### src/rtl/q64_fifo.sv
// Small register-based queue with one write and one read port.
module q64_fifo #(
  parameter int WIDTH = 8,
  parameter int DEPTH = 2
) (
  input  logic             clk,
  input  logic             rst_n,
  input  logic             push,
  input  logic [WIDTH-1:0] wdata,
  output logic             full,
  input  logic             pop,
  output logic [WIDTH-1:0] rdata,
  output logic             empty
);
  localparam int PW = (DEPTH > 1) ? $clog2(DEPTH) : 1;
  localparam int CW = $clog2(DEPTH + 1);

  logic [WIDTH-1:0] mem_r [DEPTH];
  logic [PW-1:0]    wp_r, rp_r;
  logic [CW-1:0]    cnt_r;
  logic             do_push, do_pop;

  assign full    = (cnt_r == CW'(DEPTH));
  assign empty   = (cnt_r == '0);
  assign do_push = push && !full;
  assign do_pop  = pop && !empty;
  assign rdata   = mem_r[rp_r];

  always_ff @(posedge clk) begin
    if (!rst_n) begin
      wp_r  <= '0;
      rp_r  <= '0;
      cnt_r <= '0;
    end else begin
      if (do_push) begin
        wp_r <= (wp_r == PW'(DEPTH - 1)) ? '0 : wp_r + 1'b1;
      end
      if (do_pop) begin
        rp_r <= (rp_r == PW'(DEPTH - 1)) ? '0 : rp_r + 1'b1;
      end
      if (do_push && !do_pop) begin
        cnt_r <= cnt_r + 1'b1;
      end else if (do_pop && !do_push) begin
        cnt_r <= cnt_r - 1'b1;
      end
    end
  end

  always_ff @(posedge clk) begin
    if (do_push) begin
      mem_r[wp_r] <= wdata;
    end
  end

endmodule

### config.mk
export PLATFORM = sky130hd
export DESIGN_NAME = q64_fifo
export DESIGN_NICKNAME = d
export VERILOG_FILES = /design/src/rtl/q64_fifo.sv
export SDC_FILE = /design/constraint.sdc
export NUM_CORES = 1
export LEC_CHECK = 0
export BUFFER_PORTS_ARGS = -buffer_cell sky130_fd_sc_hd__buf_2
export CORE_UTILIZATION = 49
export CTS_BUF_LIST = sky130_fd_sc_hd__clkbuf_16
export CTS_CLUSTER_SIZE = 10
export DETAILED_ROUTE_END_ITERATION = 10
export PLACE_DENSITY = 0.75
export SETUP_SLACK_MARGIN = 0.5
export SLEW_MARGIN = 20
export SYNTH_ARGS = -nofsm -noshare
export SYNTH_HDL_FRONTEND = slang
export SYNTH_SLANG_ARGS = --single-unit
export TNS_END_PERCENT = 20
### constraint.sdc
create_clock -name clk -period 2 [get_ports clk]
set_input_delay 0 -clock clk [delete_from_list [all_inputs] [get_ports clk]]
set_output_delay 0 -clock clk [all_outputs]
set_load 0.05 [all_outputs]
# [Word level (Yosys, flattened, before mapping)]
# Memories as Yosys holds them, arrays and structs flattened. A register that Yosys moved wholly into a read port is not among the register bits.
# Index checks and enable logic that the tools add are counted.
[word_totals] romBits=0 latchBits=0 ff_bits=4 memories=1 mem_bits_rw=16 inputBits=12 out_inout_bits=10 word_cells=27
[op_classes] n_div=0 mul=0 n_addsub=4 order_cmp=0 muxes=8 reduce_logical=10 eq_ne=1 bitwise_logic=0 shifts=0
[mem_list] name="mem_r" words=2 width=8 read_ports=1 rd_ports_with_merged_regs=1 write_ports=1 line="18" text="logic [WIDTH-1:0] mem_r [DEPTH];"
[op_table] op="1-bit 2-to-1 mux" n=6
[op_table] op="1-bit logical AND" n=4
[op_table] op="1-bit zero test" n=4
[op_table] op="2-bit 2-to-1 mux" n=2
[op_table] op="1-bit adder (second input constant)" n=2
[op_table] op="2-bit by 1-bit adder with 2-bit output (second input constant)" n=1
[op_table] op="2-bit == test (second input constant)" n=1
[op_table] op="2-bit zero test" n=1
[op_table] op="2-bit nonzero test" n=1
[op_table] op="2-bit by 1-bit subtractor with 2-bit output (second input constant)" n=1

# [Logic depth before layout (Yosys ltp)]
[logic_depth] depth_word=7 ltp_mapped=7 depth_no_buf=7

# [Worst setup path before layout]
# OpenSTA, ideal clock, no wires.
[synth_path] kind="register -> register" startpoint="reg cnt_r[0]" endpoint="reg cnt_r[1]" setup_slack_ns=0.371 setup_time_ns=0.070 t_arrival_ns=1.559 stages_incl_launch_ff=7 t_required_ns=1.930 synth_period_minus_slack_ns=1.629 path_buffers=0 cell_sequence="dfxtp_1 nand2b_1 inv_2 nor2_1 ha_1 or3_1 a21boi_1"
[synth_between] elab_chain_len=6 elab_cells_between_ends=15 cone_classes="add/sub (2); eq/ne (1); mux (2); reduce/logical (10)"
[synth_rtl] item="start: declaration" line="20" text="logic [CW-1:0] cnt_r;"
[synth_rtl] item="start signal: assignment" line="42" text="cnt_r <= cnt_r + 1'b1;"
[synth_rtl] item="start signal: assignment" line="44" text="cnt_r <= cnt_r - 1'b1;"
[synth_rtl] item="2-bit == test (*)" line="23" text="assign full = (cnt_r == CW'(DEPTH));"
[synth_rtl] item="named net full" line="10" text="output logic full,"
[synth_rtl] item="1-bit zero test (*)" line="25" text="assign do_push = push && !full;"
[synth_rtl] item="1-bit logical AND (*)" line="25"
[synth_rtl] item="1-bit zero test" line="43" text="end else if (do_pop && !do_push) begin"
[synth_rtl] item="1-bit logical AND" line="43"
[synth_rtl] item="2-bit nonzero test (no line)"
# The timed path passes the listed nets; every way through them passes the cells marked *. The select of a mux whose other input is x is not followed.
# A chain may end at the register's enable or synchronous reset.

# [Worst setup path in the final report]
[layout_path] startpoint="reg cnt_r[1]" endpoint="reg cnt_r[1]"
[layout_between] elab_chain_len=6 elab_cells_between_ends=15 cone_classes="add/sub (2); eq/ne (1); mux (2); reduce/logical (10)"
[layout_rtl] item="2-bit == test or 2-bit zero test (tied branches)" line="23, 24"
[layout_rtl] item="1-bit zero test (on tied branches)" line="25, 26"
[layout_rtl] item="1-bit logical AND (on tied branches)" line="25, 26"
[layout_rtl] item="1-bit zero test (on tied branches)" line="43, 41"
[layout_rtl] item="1-bit logical AND (on tied branches)" line="43, 41"
[layout_rtl] item="2-bit nonzero test (no line) or 2-bit 2-to-1 mux (tied branches)"
# Parallel ways exist; a longest one is shown, timed or not. The select of a mux whose other input is x is not followed.

==> reports/results.tsv <==
metric	value	unit
use_met3	4.31	%
rsz0062_at_grt	yes	
die_y	42.6	um
p_seq_share	36.9	%
syn-cell-area	810	sq um
cp-end-kind	register	
die-area	1820	sq um
p_total	1.70	mW
initial_utilization	53.1	%
yosys.cell_types.count	20	
total_count_of_hold_check_failures_in_the_final_report	0	
fin_tns_setup	0	ns
hold_path.class	in -> reg	
detailedRoute.firstPassIterationCount	2	
most_common_library_cell_in_the_layout_ignoring_fill_and_taps	sky130_fd_sc_hd__buf_2	
placeableCoreArea	1520	sq um
antenna_cells_inserted	0	
post_drt_via_cell_ratio	4.99	
grt_antenna_before_repair	0	
synthesis.nets	63	
timing.final.max_slew_violations	0	
hpwlAfterDp	829	um
cp_max_fo	5	
min_period	1.45	ns
sw_frac_of_total	36.8	%
max_cap_violations	0	
crit_type	reg -> reg	
drc	0	
timing.max_slew.rel_slack	72.7	%
fmax	690	MHz
cts_buffer_depth	2	
finalClockSkew	0.00191	ns
cts_buffers	3	
tritoncts_num_sinks	21	
boundaryPins	22	
slowest_stage_cell_cp	sky130_fd_sc_hd__or3_1	
layout-drive-gt1-share	48.8	%
cp_data_arrival_time	1.62	ns
via_count	499	
power-per-cell-area	1490	nW/um^2
power_switching	0.623	mW
layout_worst_path_cycle_share	72.4	%
worst_ir_drop_vdd	0.000894	V
global_route.overflow_total	0	
instances_no_fill	100	
placementRows	14	
area_growth	41.0	%
grt_first_pass_wirelength	2.16	mm
timing_worst_slew_pin_value	0.409	ns
groute.layer.met2.usage	26.7	%
first_global_vias	510	
clk_root_buffer_cell	sky130_fd_sc_hd__clkbuf_16	
placement.io_buffers	21	
clk_pin_slew_worst_paths	0.05	ns
grt_max_degree	12	
post-place-ws	0.469	ns
synth.yosys.seq_area_share	71.7	%
setup_viol	0	
holdWs	0.0143	ns
finalWorstSetupSlack	0.552	ns
insertion_delay	0.25	ns
intPower	1.07	mW
critical_path_start_type	register	
cts_max_level	1	
critical_path_cell_list	o21ai_1, ha_4, or3_1, a21boi_1	
fillCellCount	94	
die_x	42.6	um
postSynthCellCount	50	
yosysWarnings	0	
post-place-cells	87	
tritoncts	done	
final_cell_mix	sky130_fd_sc_hd__buf_2, sky130_fd_sc_hd__edfxtp_1, sky130_fd_sc_hd__mux2_2, sky130_fd_sc_hd__dlygate4sd3_1	
globalRoute.busiestLayer	met2	
globalplace.congestion	0.703	
leakage	0.455	nW
drt-total-wl	1.31	mm
globalRouteMet1Util	21.0	%
detail_route.iter0.violations	4	
routed_wire_length_per_instance	13.1	um
p_clk_share	23.9	%
combPwrFrac	39.2	%
groute.usage.overall	16.6	%
run_status	completed	
postSynthRegisterBits	21	
syn_area_per_cell	16.2	sq um
ant_nets	0	
delay_of_the_slowest_cell_on_the_worst_path	0.36	ns
cp.required	2.18	ns
finish.net_count	98	
-- critical path: cells and delay by family (launching register included) --
kind | cells | cell delay, ns
AO/OA/AOI/OAI | 2 | 0.41
flip-flops | 1 | 0.35
adder cells (fa/ha/maj) | 1 | 0.26
AND/OR/NAND/NOR | 1 | 0.36
-- path summary, 6_finish.rpt --
kind / from / to / slack, ns / cells past startpoint
min: rst_n / wp_r / 0.01 / 2
max: cnt_r[1] / cnt_r[1] / 0.55 / 4
max reg2reg: cnt_r[1] / cnt_r[1] / 0.55 / 4
min reg2reg: cnt_r[1] / cnt_r[1] / 0.52 / 2
-- registers in the layout, indices dropped and copies added (netlist names), named ones only --
name	flops
wp_r	1
mem_r	16
cnt_r	2
rp_r	1
-- layout make-up --
cell class | instances | area [sq um] | share of cell area [%]
Sequential cell | 21 | 586 | 51.3
Multi-Input combinational cell | 26 | 244 | 21.4
Timing Repair Buffer | 31 | 200 | 17.5
Clock buffer | 3 | 75.1 | 6.58
Tap cell | 16 | 20.0 | 1.75
Inverter | 2 | 12.5 | 1.10
Clock inverter | 1 | 3.75 | 0.329
-- synthesized netlist by cell type --
master / instances / area (sq um)
sky130_fd_sc_hd__edfxtp_1: 16 / 480
sky130_fd_sc_hd__and3_1: 1 / 6.26
sky130_fd_sc_hd__inv_2: 1 / 3.75
sky130_fd_sc_hd__xor2_1: 1 / 8.76
sky130_fd_sc_hd__buf_2: 1 / 5.00
sky130_fd_sc_hd__inv_1: 1 / 3.75
sky130_fd_sc_hd__and2_1: 3 / 18.8
sky130_fd_sc_hd__nor3_2: 1 / 10.0
sky130_fd_sc_hd__nand2b_1: 1 / 6.26
sky130_fd_sc_hd__or3_1: 1 / 6.26
sky130_fd_sc_hd__mux2_2: 8 / 90.1
sky130_fd_sc_hd__dfxtp_1: 5 / 100
sky130_fd_sc_hd__ha_1: 1 / 12.5
sky130_fd_sc_hd__a21boi_1: 1 / 7.51
sky130_fd_sc_hd__xnor2_1: 2 / 17.5
sky130_fd_sc_hd__o21ai_0: 1 / 5.00
sky130_fd_sc_hd__nor2_1: 2 / 7.51
sky130_fd_sc_hd__o21ai_1: 1 / 5.00
sky130_fd_sc_hd__a21boi_0: 1 / 7.51
sky130_fd_sc_hd__o21a_1: 1 / 7.51
-- per-stage QoR --
step                cell area, sq um  util, %
finish                          1140     74.9
global route                    1140     74.9
CTS                             1110     72.8
detailed placement               950     62.3
global placement                 950     62.3
floorplan                        822        -
-- per-layer routing --
metal  wire, um  share of wire, %
met5          0                 0
met4          8              0.61
met3         47               3.6
met2        660                51
met1        590                45
-- kinds of logic (layout without fill, tap and decap cells) --
family                     after synthesis  in the layout  synth area share [%]
buffers and inverters                    3             37                  1.54
AOI/OAI and AO/OA                        5              5                  4.02
xor gates and xnor gates                 3              3                  3.25
adders and majority gates                1              1                  1.55
DFF                                     21             21                  71.7
muxes                                    8              8                  11.1
and+or+nand+nor                          9              9                  6.80
-- power groups by stage --
stage / combinational (mW) / clock, mW / sequential (mW)
after floorplan: 0.524 / 0 / 0.600
after global placement: 0.610 / 0 / 0.626
after detailed placement: 0.618 / 0 / 0.630
after CTS: 0.634 / 0.405 / 0.624
after global routing: 0.708 / 0.425 / 0.639
final: 0.664 / 0.406 / 0.626
-- timing repair --
action	CTS	global route
setup endpoints to repair	1	1
buffers inserted	0	1
hold endpoints to repair	16	0
cloned	0	0
pin swaps	0	3
hold buffers	8	0
resized for setup	1	6
Note: power is estimated with default switching activity, not from simulation.
